File: config.mk
export PLATFORM = sky130hd
export DESIGN_NAME = touch_sample_trimmed_mean
export DESIGN_NICKNAME = d
export VERILOG_FILES = /design/src/sv/tsm_pkg.sv /design/src/sv/tsm_axis.sv /design/src/sv/touch_sample_trimmed_mean.sv
export SDC_FILE = /design/constraint.sdc
export NUM_CORES = 1
export LEC_CHECK = 0
export BUFFER_PORTS_ARGS = -buffer_cell sky130_fd_sc_hd__buf_2
export CORE_ASPECT_RATIO = 0.7
export CORE_MARGIN = 3
export CORE_UTILIZATION = 56
export DETAILED_ROUTE_END_ITERATION = 10
export PLACE_DENSITY_LB_ADDON = 0.12
export SETUP_SLACK_MARGIN = 0.4
export SKIP_CTS_REPAIR_TIMING = 1
export SLEW_MARGIN = 40
export SYNTH_ARGS = -nofsm -noshare
export SYNTH_HDL_FRONTEND = slang
export SYNTH_SLANG_ARGS = --single-unit
File: constraint.sdc
create_clock -name clk -period 5.23 [get_ports clk]
set_input_delay 1.046 -clock clk [delete_from_list [all_inputs] [get_ports clk]]
set_output_delay 1.046 -clock clk [all_outputs]
set_load 0.01 [all_outputs]
File: src/sv/tsm_pkg.sv
// shared types and constants for the touch sample trimmed mean filter
package tsm_pkg;

  localparam int IN_W       = 12;
  localparam int OUT_W      = 12;
  localparam int CNT_W      = 4;
  localparam int MEAN_SHIFT = 3;
  localparam logic [CNT_W-1:0] BURST_LAST = CNT_W'(9);

  // per-axis control from the burst sequencer
  typedef struct packed {
    logic load;
    logic first;
    logic restart;
  } axis_ctl_t;

endpackage

File: src/sv/tsm_axis.sv
// one axis: running sum, min and max, and the trimmed mean of the burst
module tsm_axis #(
  parameter int ADC_BITS = 12
) (
  input  logic                    clk,
  input  logic                    rst_n,
  input  tsm_pkg::axis_ctl_t      ctl,
  input  logic [tsm_pkg::IN_W-1:0]  raw,
  output logic [tsm_pkg::OUT_W-1:0] filtered
);
  import tsm_pkg::*;

  localparam int SUM_W = ADC_BITS + 4;
  localparam logic [SUM_W-1:0] SMP_MASK = {{(SUM_W-ADC_BITS){1'b0}}, {ADC_BITS{1'b1}}};

  logic [SUM_W-1:0]    raw_ext;
  logic [ADC_BITS-1:0] smp;
  logic [SUM_W-1:0]    sum_r, sum_nxt, sum_add;
  logic [ADC_BITS-1:0] min_r, min_nxt;
  logic [ADC_BITS-1:0] max_r, max_nxt;
  logic [SUM_W-1:0]    trim;
  logic [SUM_W-1:0]    mean;

  // bits above ADC_BITS are dropped
  assign raw_ext = SUM_W'(raw);
  assign smp     = raw_ext[ADC_BITS-1:0];

  always_comb begin
    min_nxt = min_r;
    max_nxt = max_r;
    if (ctl.first) begin
      min_nxt = smp;
      max_nxt = smp;
    end else if (smp < min_r) begin
      min_nxt = smp;
    end else if (smp > max_r) begin
      max_nxt = smp;
    end
  end

  assign sum_add = sum_r + SUM_W'(smp);
  assign sum_nxt = ctl.restart ? '0 : sum_add;

  // after a burst's first word, min and max are two sum terms: no wrap
  assign trim     = sum_add - SUM_W'(min_nxt) - SUM_W'(max_nxt);
  assign mean     = (trim >> MEAN_SHIFT) & SMP_MASK;
  assign filtered = mean[OUT_W-1:0];

  always_ff @(posedge clk) begin
    if (!rst_n) begin
      sum_r <= '0;
    end else if (ctl.load) begin
      sum_r <= sum_nxt;
    end
  end

  always_ff @(posedge clk) begin
    if (ctl.load) begin
      min_r <= min_nxt;
      max_r <= max_nxt;
    end
  end

endmodule

File: src/sv/touch_sample_trimmed_mean.sv
// touch sample trimmed mean: input register, burst sequencer, two axes, result register
// an accepted word is held in the input register, then out_strobe rises from the result register
// throughput: one word per cycle, busy is low except the first cycle after reset
// a result is shown on out_* for one cycle with out_strobe; the receiver cannot stall
// reset (rst_n low, synchronous) clears the sample count, sums and all valid flags
// after reset a new burst starts; min and max are loaded by its first word
module touch_sample_trimmed_mean #(
  parameter int ADC_BITS = 12
) (
  input  logic                       clk,
  input  logic                       rst_n,
  input  logic                       start,
  output logic                       busy,
  input  logic [tsm_pkg::IN_W-1:0]   in_x_sample,
  input  logic [tsm_pkg::IN_W-1:0]   in_y_sample,
  input  logic                       in_pen_down,
  output logic                       out_strobe,
  output logic [tsm_pkg::OUT_W-1:0]  out_x_filtered,
  output logic [tsm_pkg::OUT_W-1:0]  out_y_filtered,
  output logic                       out_success
);
  import tsm_pkg::*;

  logic              busy_r;
  logic              in_vld_r;
  logic [IN_W-1:0]   x_r, y_r;
  logic              pen_r;
  logic [CNT_W-1:0]  count_r, count_nxt;
  logic              done, fail, emit;
  axis_ctl_t         ctl;
  logic [OUT_W-1:0]  x_mean, y_mean;
  logic              strobe_r, success_r;
  logic [OUT_W-1:0]  x_out_r, y_out_r;

  always_ff @(posedge clk) begin
    if (!rst_n) begin
      busy_r   <= 1'b1;
      in_vld_r <= 1'b0;
    end else begin
      busy_r   <= 1'b0;
      in_vld_r <= start && !busy_r;
    end
  end

  always_ff @(posedge clk) begin
    if (start && !busy_r) begin
      x_r   <= in_x_sample;
      y_r   <= in_y_sample;
      pen_r <= in_pen_down;
    end
  end

  // tenth word wins over pen release
  assign done = in_vld_r && (count_r == BURST_LAST);
  assign fail = in_vld_r && !done && !pen_r;
  assign emit = done || fail;

  assign count_nxt   = emit ? '0 : count_r + CNT_W'(1);
  assign ctl.load    = in_vld_r;
  assign ctl.first   = (count_r == '0);
  assign ctl.restart = emit;

  always_ff @(posedge clk) begin
    if (!rst_n) begin
      count_r <= '0;
    end else if (in_vld_r) begin
      count_r <= count_nxt;
    end
  end

  tsm_axis #(.ADC_BITS(ADC_BITS)) u_axis_x (
    .clk      (clk),
    .rst_n    (rst_n),
    .ctl      (ctl),
    .raw      (x_r),
    .filtered (x_mean)
  );

  tsm_axis #(.ADC_BITS(ADC_BITS)) u_axis_y (
    .clk      (clk),
    .rst_n    (rst_n),
    .ctl      (ctl),
    .raw      (y_r),
    .filtered (y_mean)
  );

  always_ff @(posedge clk) begin
    if (!rst_n) begin
      strobe_r <= 1'b0;
    end else begin
      strobe_r <= emit;
    end
  end

  always_ff @(posedge clk) begin
    if (emit) begin
      success_r <= done;
      x_out_r   <= done ? x_mean : '0;
      y_out_r   <= done ? y_mean : '0;
    end
  end

  assign busy           = busy_r;
  assign out_strobe     = strobe_r;
  assign out_success    = success_r;
  assign out_x_filtered = x_out_r;
  assign out_y_filtered = y_out_r;

  a_count_range: assert property (@(posedge clk) disable iff (!rst_n)
    count_r <= BURST_LAST)
    else $error("sample count beyond burst length");

  a_restart_after_result: assert property (@(posedge clk) disable iff (!rst_n)
    out_strobe |-> count_r == '0)
    else $error("burst not restarted after result");

  a_fail_zero: assert property (@(posedge clk) disable iff (!rst_n)
    (out_strobe && !out_success) |-> (out_x_filtered == '0 && out_y_filtered == '0))
    else $error("failure result carries nonzero coordinates");

  a_result_from_word: assert property (@(posedge clk) disable iff (!rst_n)
    out_strobe |-> $past(in_vld_r))
    else $error("result strobe without a word in flight");

  a_accept_reaches_stage: assert property (@(posedge clk) disable iff (!rst_n)
    (start && !busy) |=> in_vld_r)
    else $error("accepted word lost before the accumulate stage");

endmodule
Yosys cells after proc, flatten, opt, wreduce, memory -nomap -nowiden
Index checks and enable logic that the tools add are counted.
{"block": "classes", "n_addsub": 7, "n_lt_le_gt_ge": 4, "eq_ne": 1, "n_mux": 14, "reduce_logical": 9}
{"operator": "$mux W12", "count": 10}
{"operator": "$sub A15 B12 Y15", "count": 4}
{"operator": "$add A16 B12 Y16", "count": 2}
{"operator": "$mux W16", "count": 2}
{"operator": "$gt A12 B12 Y1", "count": 2}
{"operator": "$lt A12 B12 Y1", "count": 2}
{"operator": "$add A4 B1 Y4 const B", "count": 1}
{"operator": "$eq A4 B4 Y1 const B", "count": 1}
{"operator": "$logic_and A1 B1 Y1", "count": 4}
{"operator": "$logic_not A4 Y1", "count": 1}
{"operator": "$mux W4", "count": 1}
{"operator": "$logic_not A1 Y1", "count": 3}
{"operator": "$logic_or A1 B1 Y1", "count": 1}
{"operator": "$mux W1", "count": 1}
{"block": "totals", "regBits": 137, "output_inout_bits": 27, "word_cells": 51}

Longest topological paths before layout
Gate-level depths: netlist of run 1.
{"block": "logic_depth", "depth_word": 7, "ltp_mapped": 22, "depth_no_buf": 21}

By module
A second synthesis of run 1 with hierarchy kept.
{"block": "unflattened", "cells_unflattened": 861, "hier_area_um2": 9339.0}
{"module": "tsm_axis (u_axis_y)", "n_inst": 1, "cells_each": 380, "area_per_inst_um2": 3691.0, "seq_area_each_um2": 1021.0}
{"module": "tsm_axis (u_axis_x)", "n_inst": 1, "cells_each": 369, "area_per_inst_um2": 3644.7, "seq_area_each_um2": 1021.0}
{"module": "touch_sample_trimmed_mean", "n_inst": 1, "cells_each": 112, "area_per_inst_um2": 2003.2, "seq_area_each_um2": 1641.6}

Worst setup path after synthesis of run 1
Ideal clock, no wire load.
{"block": "synth_path", "path_type": "register -> register", "startpoint": "register y_r[5]", "endpoint": "register y_out_r[10], in the netlist out_y_filtered[10] (data pin)", "setup_time_ns": 0.266, "arrival_ns": 4.656, "setup_slack_ns": 0.308, "path_stages_with_launch": 21, "path_buffers": 1, "period_less_slack_ns": 4.922, "cell_sequence": "edfxtp_1 -> ha_1 -> a21o_1 -> a21o_1 -> a21oi_1 -> o31ai_1 -> a31oi_1 -> o21ai_1 -> a31oi_1 -> buf_2 -> mux2_2 -> fa_1 -> inv_1 -> ha_1 -> or3_1 -> o221a_2 -> o31ai_4 -> a211oi_1 -> a2111oi_4 -> xor2_1 -> nor2_1"}
{"block": "synth_between", "elab_chain_cells": 5}
{"element": "start: declaration", "line": "touch_sample_trimmed_mean.sv:26", "rtl": "logic [IN_W-1:0] x_r, y_r;"}
{"element": "start signal: assignment", "line": "touch_sample_trimmed_mean.sv:48", "rtl": "y_r <= in_y_sample;"}
{"element": "$gt A12 B12 Y1", "line": "tsm_axis.sv:36", "rtl": "end else if (smp > max_r) begin"}
{"element": "$mux W12", "line": "tsm_axis.sv:36"}
{"element": "$mux W12 (*)", "line": "tsm_axis.sv:34", "rtl": "end else if (smp < min_r) begin"}
{"element": "$mux W12 (*)", "line": "tsm_axis.sv:31", "rtl": "if (ctl.first) begin"}
{"element": "net u_axis_y.max_nxt[3]", "line": "tsm_axis.sv:20", "rtl": "logic [ADC_BITS-1:0] max_r, max_nxt;"}
{"element": "$sub A15 B12 Y15 (*)", "line": "tsm_axis.sv:45", "rtl": "assign trim = sum_add - SUM_W'(min_nxt) - SUM_W'(max_nxt);"}
{"element": "end signal: assignment", "line": "touch_sample_trimmed_mean.sv:99", "rtl": "y_out_r <= done ? y_mean : '0;"}
{"element": "end: declaration", "line": "touch_sample_trimmed_mean.sv:33", "rtl": "logic [OUT_W-1:0] x_out_r, y_out_r;"}
The timed path passes the listed nets; every way through them passes the cells marked *.
A chain may end at the register's enable or synchronous reset.

Worst setup path after layout of run 1
{"block": "layout_path", "startpoint": "register y_r[10]", "endpoint": "register y_out_r[10], in the netlist out_y_filtered[10] (data pin)"}
{"block": "layout_between", "elab_chain_cells": 5}
{"element": "$lt A12 B12 Y1 / $gt A12 B12 Y1 (equally long branches)", "line": "tsm_axis.sv:34, tsm_axis.sv:36"}
{"element": "$mux W12 (on tied branches)", "line": "tsm_axis.sv:34, tsm_axis.sv:36"}
{"element": "$mux W12 (on tied branches)", "line": "tsm_axis.sv:31, tsm_axis.sv:34"}
{"element": "$sub A15 B12 Y15 / $mux W12 (equally long branches)", "line": "tsm_axis.sv:45, tsm_axis.sv:31"}
{"element": "$sub A15 B12 Y15 (*)", "line": "tsm_axis.sv:45"}
Mark *: on every way between the ends. The rest lies on a longest branch, timed or not.

==> Implementation_results.wiki, run 1 <==
{| class="wikitable"
! Metric !! Value
|-
| Status || finished, final reports clean
|-
| Wirelength per Cell || 19.10 µm
|-
| Yosys warning count || 0
|-
| Global-route wire length before repair || 34240 µm
|-
| M1 WL || between 10000 and 15000 µm
|-
| Core Box Area || roughly 0.016 mm²
|-
| Highest metal layer used by the detailed router || met4
|-
| Worst path buffer plus inverter count || 2
|-
| Multi-input gate area in the final layout || 0.005394 mm²
|-
| Std-Cell Rows || 38
|-
| Reg2Reg Depth || 18
|-
| Area of all sequential standard cells || 0.003685 mm²
|-
| R2R setup slack || 0.09 ns
|-
| Most common library cell in the layout ignoring fill and taps || ha_1
|-
| Worst-case clock skew || approximately 0.012 ns
|-
| Final hold vios || 0
|-
| Number of gates on the worst path with buffers counted || 18
|-
| Slew at the pin closest to its max-slew limit || 0.6896 ns
|-
| Via density per instance || 5.829
|-
| Starting Density || 0.5814
|-
| Capture point of the critical path || out_y_filtered[10]
|-
| CP cell instances || ha_1, nand4_1, or3_1, o211ai_1, a31oi_4, buf_6, buf_12, mux2i_4, fa_1, ha_1, o21a_1, o31a_1, o221a_4, o31ai_4, a211oi_2, a2111oi_4, xor2_1, nor2_1
|-
| Fraction of final layout cells with drive strength greater than 1 || 0.2377
|-
| Routed wl met2 || ~9900 µm
|-
| Setup violators final || 0
|-
| Clock transition at path regs || 0.06 ns
|-
| Maximum achievable frequency || 194.7 MHz
|-
| Number of H-tree levels || 4
|-
| Share of Yosys cell area claimed by the top area cell type || 0.3216
|-
| Top cell family by delay on the critical path || compound AO/OA/AOI/OAI gates
|-
| Number of instances in the synthesized netlist || 823
|-
| Top post-synthesis cells by area || edfxtp_1 (32%), ha_1 (14%), dfxtp_1 (8.1%)
|-
| Capturing point of the worst reg2reg path || out_y_filtered[10]
|-
| Maxcap violations || 0
|-
| Number of buffers on the longest clock path || 2
|-
| Num CTS Buffers || 17
|-
| Total number of vias || 6750
|-
| Critical-path maximum fanout || 7
|-
| Unrepaired setup endpoints after global routing || yes
|-
| Tot GR Track Use || 0.2407
|-
| Count of unique library cells instantiated by Yosys || between 60 and 70
|-
| Layout-stage area growth over the synthesis result || 18.91%
|-
| Non-filler instance count after layout || around 1200
|-
| Final Slew Violations || 0
|-
| # DRC || 0
|-
| Synthesized Nets || ~970
|-
| CP Launch Type || flop
|-
| Die Y || 112.9 µm
|-
| Portion of the post-synthesis area used by sequential elements || 0.4026
|-
| Final critical delay including setup and external delays || a little over 5 ns
|-
| Crit end category || flop
|-
| Sink Count || 135
|-
| Final period util || 0.9823
|-
| Number of placed instances with taps included || 1101
|-
| Endpoint required time on the critical path || 5.40 ns
|-
| Mean cell area of the mapped netlist || 11.12 µm²
|-
| Area enclosed by the die boundary || around 0.018 mm²
|-
| Number of design-rule violations left by the first detailed-router iteration || 419
|-
| RD Place Congestion || 0.8764
|-
| Routed WL || 22120 µm
|-
| Slowest stage cell on the critical path || edfxtp_1
|-
| Critical Path Most Common Cell || ha_1
|-
| Clock latency on the worst-skew pair || around 0.44 ns
|-
| Total half-perimeter wirelength after legalization and detailed placement || around 15000 µm
|-
| Start-to-end type of the worst setup path || flop to flop
|-
| Cell area after technology mapping || approximately 0.0092 mm²
|-
| Worst min-delay path class || flop to flop
|-
| #FFs+latches synth || between 100 and 150
|-
| Worst Slack Setup Final || between 0.09 and 0.1 ns
|-
| Antenna cell count || 0
|-
| Antenna violations before repair || 0
|-
| CTS tree || done
|-
| Prevailing post-synth register cell || edfxtp_1
|-
| Count of antenna-violating nets left after detailed routing || 0
|-
| X dimension of the die || 158.8 µm
|-
| Total leakage power || between 4 and 5 nW
|-
| Most frequent cells in the layout || ha_1 (100), edfxtp_1 (98), inv_1 (66)
|-
| Worst EP arrival || 5.31 ns
|-
| Clock tree root driver cell || clkbuf_16
|-
| Sum of overflow across all layers after global routing || 0
|-
| RR Startpoint || y_r[10]
|-
| Met3 wire length || 1578 µm
|-
| Power per cell area || 295.3 mW/mm²
|-
| Fraction of registers with async set/reset || 0
|-
| Number of enable flip-flop cells after synthesis || 98
|-
| Post-place setup slack || -0.1589 ns
|-
| Post-layout nets || approximately 1100
|-
| Peak supply drop || 0.0001828 V
|-
| Count of port buffers added during placement || 54
|-
| Crit path largest cell delay || 0.52 ns
|-
| Slew HR || 0.5385
|-
| Vias in the first global route || 6563
|-
| Largest net degree at the start of global routing || 42
|-
| Top-Level Pins || 55
|-
| Registers with the most flip-flops || u_axis_x.sum_r x15, u_axis_y.sum_r x15
|-
| Origin of the worst setup path || y_r[10]
|-
| Final Power || 3.213 mW
|-
| Fill cell instance count of the final layout || 1139
|-
| Cell taking the most area after synthesis || edfxtp_1
|-
| Detailed-routing iteration count for the pre-antenna-repair pass || 5
|}
-- per-layer routing --
metal	up-vias	global-route usage
li1	3229	-
met1	3282	0.3406
met2	215	0.3710
met3	24	0.06074
met4	0	0.06880
met5	-	0
-- layout make-up --
class | count | area share
inverters | 68 | 0.02346
repair buffers | 103 | 0.06589
multi-input cells | 600 | 0.4957
clock buffers | 23 | 0.04393
well taps | 220 | 0.02530
flip-flops and latches | 135 | 0.3387
clock inverters | 9 | 0.007015
-- kinds of logic after synthesis --
kind of cell / after synthesis / share of synthesized area
buf+inv: 88 / 0.03911
xor+xnor: 37 / 0.03542
simple gates: 182 / 0.09668
compound gates: 170 / 0.1344
flops: 135 / 0.4026
mux: 88 / 0.1056
fa+ha+maj: 123 / 0.1862
-- tightest hold or removal path, stage by stage, from the launching register on --
cell,delay [ns]
dfxtp_1,0.31
nand2_1,0.06
a21oi_1,0.05
-- synthesized netlist by cell type, types with 12 or more instances --
master,instances
clkbuf_1,12
xor2_1,15
nand2_1,30
nor2_1,65
mux2_2,31
a21o_1,24
ha_1,101
mux2i_1,44
a21oi_1,38
xnor2_1,22
nor3_1,20
a22oi_1,16
dfxtp_1,37
inv_1,67
edfxtp_1,98
o21ai_0,20
o21a_1,22
fa_1,22
-- worst min path at each step --
stage | from | cells after the start | end
after floorplan | u_axis_x.sum_r[8] | 2 | u_axis_x.sum_r[8]
after detailed placement | u_axis_x.sum_r[8] | 2 | u_axis_x.sum_r[8]
after global placement | u_axis_y.sum_r[2] | 2 | u_axis_y.sum_r[2]
after CTS | u_axis_y.sum_r[0] | 2 | u_axis_y.sum_r[0]
final | u_axis_y.sum_r[0] | 2 | u_axis_y.sum_r[0]
after global routing | u_axis_x.sum_r[2] | 2 | u_axis_x.sum_r[2]
-- per-stage QoR --
step,setup TNS [ns],utilization,hold WS [ns],area [µm²]
floorplan,0,-,0.4452,9153
global placement,0,0.6216,0.4553,9783
detailed placement,-0.3642,0.6216,0.4613,9783
CTS,-0.7191,0.6569,0.4709,10340
global route,-0.1418,0.6914,0.4976,10880
finish,0,0.6914,0.4722,10880
-- report_power, final --
part | leakage, nW | internal [mW] | switching [mW]
clock | 0.273 | 0.687 | 0.472
sequential | 1.20 | 1.18 | 0.0281
combinational | 3.24 | 0.403 | 0.441
total | 4.71 | 2.27 | 0.941
Power figures use the tool's default switching activity.
==> run 2: changes to the inputs <==
--- a/config.mk
+++ b/config.mk
@@ -8,7 +8,7 @@
 export BUFFER_PORTS_ARGS = -buffer_cell sky130_fd_sc_hd__buf_2
 export CORE_ASPECT_RATIO = 0.7
 export CORE_MARGIN = 3
-export CORE_UTILIZATION = 56
+export CORE_UTILIZATION = 62
 export DETAILED_ROUTE_END_ITERATION = 10
 export PLACE_DENSITY_LB_ADDON = 0.12
 export SETUP_SLACK_MARGIN = 0.4
==> constraint.sdc (replaced) <==
create_clock -name clk -period 5.9 [get_ports clk]
set_input_delay 1.18 -clock clk [delete_from_list [all_inputs] [get_ports clk]]
set_output_delay 1.18 -clock clk [all_outputs]
set_load 0.01 [all_outputs]
==> run 2 against run 1 <==
Utilization grew 3.6 points. Clock power decreased by 5%. Via count decreased by 3.3%. Register-to-register slack improved by 0.59 ns. Clock skew shrank 0.0029 ns. Highest routed layer unchanged. Setup slack improved by 0.59 ns. Global-route usage rose by 2.7 points. Wire length is 7.5% lower. Die area down 9.2%. Sequential power fell by 12%. Count of clock-buffer cells in the layout shrank 6. Hold slack is essentially flat.
==> Implementation_results.wiki, run 2 (same netlist as run 1, synthesis figures left out) <==
{| class="wikitable"
! Metric !! Value
|-
| Status || finished, final reports clean (unchanged)
|-
| Final period util || 0.8836 (was 0.9823)
|-
| Min-Delay Startpoint || u_axis_x.sum_r[0] (was u_axis_y.sum_r[0])
|-
| CTS tree || done (unchanged)
|-
| Capturing point of the worst reg2reg path || out_x_filtered[11] (was out_y_filtered[10])
|-
| Final hold vios || 0 (unchanged)
|-
| Critical-path maximum fanout || 8 (was 7)
|-
| Die Y || 107.6 µm (was 112.9 µm)
|-
| Vias in the first global route || 6602 (was 6563)
|-
| Number of H-tree levels || 4 (unchanged)
|-
| Antenna violations before repair || 0 (unchanged)
|-
| Crit path largest cell delay || 0.45 ns (was 0.52 ns)
|-
| Summed negative setup slack over all endpoints || 0 ns (unchanged)
|-
| Total number of vias || 6530 (was 6750)
|-
| Maxcap violations || 0 (unchanged)
|-
| Hold Crit Depth || 2 (unchanged)
|-
| Sink Count || 135 (unchanged)
|-
| Num CTS Buffers || 17 (unchanged)
|-
| RR Startpoint || x_r[1] (was y_r[10])
|-
| Slew HR || 0.4747 (was 0.5385)
|-
| Share of power burned in combinational logic || 0.218 (was 0.263)
|-
| Final critical delay including setup and external delays || 5.213 ns (was 5.137 ns)
|-
| Worst-case clock skew || 0.008708 ns (was 0.01162 ns)
|-
| Slew at the pin closest to its max-slew limit || 0.7844 ns (was 0.6896 ns)
|-
| Detailed-routing iteration count for the pre-antenna-repair pass || 7 (was 5)
|-
| Slowest stage cell on the critical path || edfxtp_1 (unchanged)
|-
| Start-to-end type of the worst setup path || flop to flop (unchanged)
|-
| Most frequent cells in the layout || ha_1 (101), edfxtp_1 (98), inv_1 (66) (was ha_1 (100), edfxtp_1 (98), inv_1 (66))
|-
| Wirelength per Cell || 18.70 µm (was 19.10 µm)
|-
| Fraction of power consumed by the clock network || 0.396 (was 0.361)
|-
| Routed WL || 20460 µm (was 22120 µm)
|-
| RD Place Congestion || 0.8542 (was 0.8764)
|-
| # DRC || 0 (unchanged)
|-
| Starting Density || 0.6449 (was 0.5814)
|-
| Std-Cell Rows || 36 (was 38)
|-
| Count of port buffers added during placement || 54 (unchanged)
|-
| Tot GR Track Use || 0.2678 (was 0.2407)
|-
| Sequential cell fraction of total power || 0.387 (was 0.377)
|-
| Most common library cell in the layout ignoring fill and taps || ha_1 (unchanged)
|-
| Switching fraction of total power || 0.2848 (was 0.2929)
|-
| Worst EP arrival || 5.38 ns (was 5.31 ns)
|-
| Unrepaired setup endpoints after global routing || no (was yes)
|-
| Power per cell area || 269.0 mW/mm² (was 295.3 mW/mm²)
|-
| Top-Level Pins || 55 (unchanged)
|-
| X dimension of the die || 151.2 µm (was 158.8 µm)
|-
| Maximum achievable frequency || 191.8 MHz (was 194.7 MHz)
|-
| Endpoint required time on the critical path || 6.07 ns (was 5.40 ns)
|-
| Registers with the most flip-flops || u_axis_x.sum_r x15, u_axis_y.sum_r x15 (unchanged)
|-
| Number of design-rule violations left by the first detailed-router iteration || 457 (was 419)
|-
| Antenna cell count || 0 (unchanged)
|-
| Via density per instance || 5.969 (was 5.829)
|-
| Peak supply drop || 0.0002508 V (was 0.0001828 V)
|-
| Layout-stage area growth over the synthesis result || 12.73% (was 18.91%)
|-
| Crit end category || flop (unchanged)
|-
| Total leakage power || 4.446 nW (was 4.707 nW)
|-
| Reg2Reg Depth || 18 (unchanged)
|-
| Total half-perimeter wirelength after legalization and detailed placement || 14430 µm (was 15090 µm)
|-
| Final std cell area, no fill || 0.01031 mm² (was 0.01088 mm²)
|-
| Worst min-delay path class || flop to flop (unchanged)
|-
| CP Launch Type || flop (unchanged)
|-
| Fraction of final layout cells with drive strength greater than 1 || 0.1781 (was 0.2377)
|-
| Count of antenna-violating nets left after detailed routing || 0 (unchanged)
|-
| Hold Path Sink || u_axis_x.sum_r[0] (was u_axis_y.sum_r[0])
|-
| Cell area after placement || 0.009648 mm² (was 0.009783 mm²)
|-
| R2R setup slack || 0.69 ns (was 0.09 ns)
|-
| Net Sw Power || 0.7900 mW (was 0.9412 mW)
|-
| Design internal power || 1.984 mW (was 2.272 mW)
|-
| Global-route wire length before repair || 33590 µm (was 34240 µm)
|-
| Area enclosed by the die boundary || 0.01628 mm² (was 0.01793 mm²)
|-
| Setup violators final || 0 (unchanged)
|-
| Largest net degree at the start of global routing || 61 (was 42)
|-
| Number of buffers on the longest clock path || 2 (unchanged)
|-
| CP cell instances || ha_1, a21o_1, a21o_1, a211oi_2, o21bai_1, a41o_1, a31oi_4, buf_12, mux2i_1, fa_1, ha_1, o21a_1, o31a_1, o31ai_1, o21ai_2, o311a_1, a2111oi_0, nor3_1 (was ha_1, nand4_1, or3_1, o211ai_1, a31oi_4, buf_6, buf_12, mux2i_4, fa_1, ha_1, o21a_1, o31a_1, o221a_4, o31ai_4, a211oi_2, a2111oi_4, xor2_1, nor2_1)
|-
| Sum of overflow across all layers after global routing || 0 (unchanged)
|-
| Core Box Area || 0.01419 mm² (was 0.01574 mm²)
|-
| Clock latency on the worst-skew pair || 0.43 ns (was 0.44 ns)
|-
| Final Slew Violations || 0 (unchanged)
|-
| Post-layout nets || 1042 (was 1076)
|-
| Clock tree root driver cell || clkbuf_16 (unchanged)
|-
| Clock transition at path regs || 0.06 ns (about the same)
|}
## run 2: metal layers
metal  global-route usage  vias to the layer above  share of wire
li1                     -                     3173              -
met1               0.3789                     3160           0.48
met2               0.4190                      172           0.46
met3              0.04924                       25          0.047
met4              0.08603                        0          0.013
met5                    0                        -              0
## run 2: worst max-delay path by stage
stage,to,start
5_1_grt,out_y_filtered[10],y_r[5]
3_3_place_gp,out_y_filtered[10],y_r[5]
6_report,out_x_filtered[11],x_r[1]
2_1_floorplan,out_y_filtered[10],y_r[5]
4_1_cts,out_y_filtered[10],y_r[5]
3_5_place_dp,out_y_filtered[10],y_r[5]
## run 2: layout make-up
class	count	area, µm²
Clock buffer	17	425.4
Timing Repair Buffer	69	406.6
Clock inverter	15	177.7
Fill cell	1022	3874
Sequential cell	135	3685
Inverter	68	255.2
Multi-Input combinational cell	600	5127
Tap cell	190	237.7
## run 2: stage by stage
| stage | hold WS (ns) | setup WS [ns] | util | power [mW] | instances |
|---|---|---|---|---|---|
| floorplan | 0.4452 | 0.9782 | - | 1.536 | 823 |
| global placement | 0.4541 | 0.7832 | 0.6800 | 1.638 | 1058 |
| detailed placement | 0.4626 | 0.5402 | 0.6800 | 1.671 | 1058 |
| CTS | 0.4700 | 0.4641 | 0.7225 | 2.775 | 1090 |
| global route | 0.4930 | 0.4221 | 0.7270 | 2.894 | 1094 |
| finish | 0.4723 | 0.6865 | 0.7270 | 2.774 | 1094 |
## run 2: worst max-delay path, delay by kind of cell (launching register included)
kind / cells / cell delay, ns
fa+ha+maj: 3 / 1.06
compound gates: 12 / 2.93
buf+inv: 1 / 0.15
flops: 1 / 0.45
simple gates: 1 / 0.09
mux: 1 / 0.26
## run 2: power by group through the flow
stage	clock network, mW	registers, mW	logic (mW)
6_report	1.10	1.07	0.604
5_1_grt	1.15	1.08	0.669
4_1_cts	1.11	1.07	0.591
3_5_place_dp	0	1.09	0.578
3_3_place_gp	0	1.09	0.547
2_1_floorplan	0	1.09	0.446
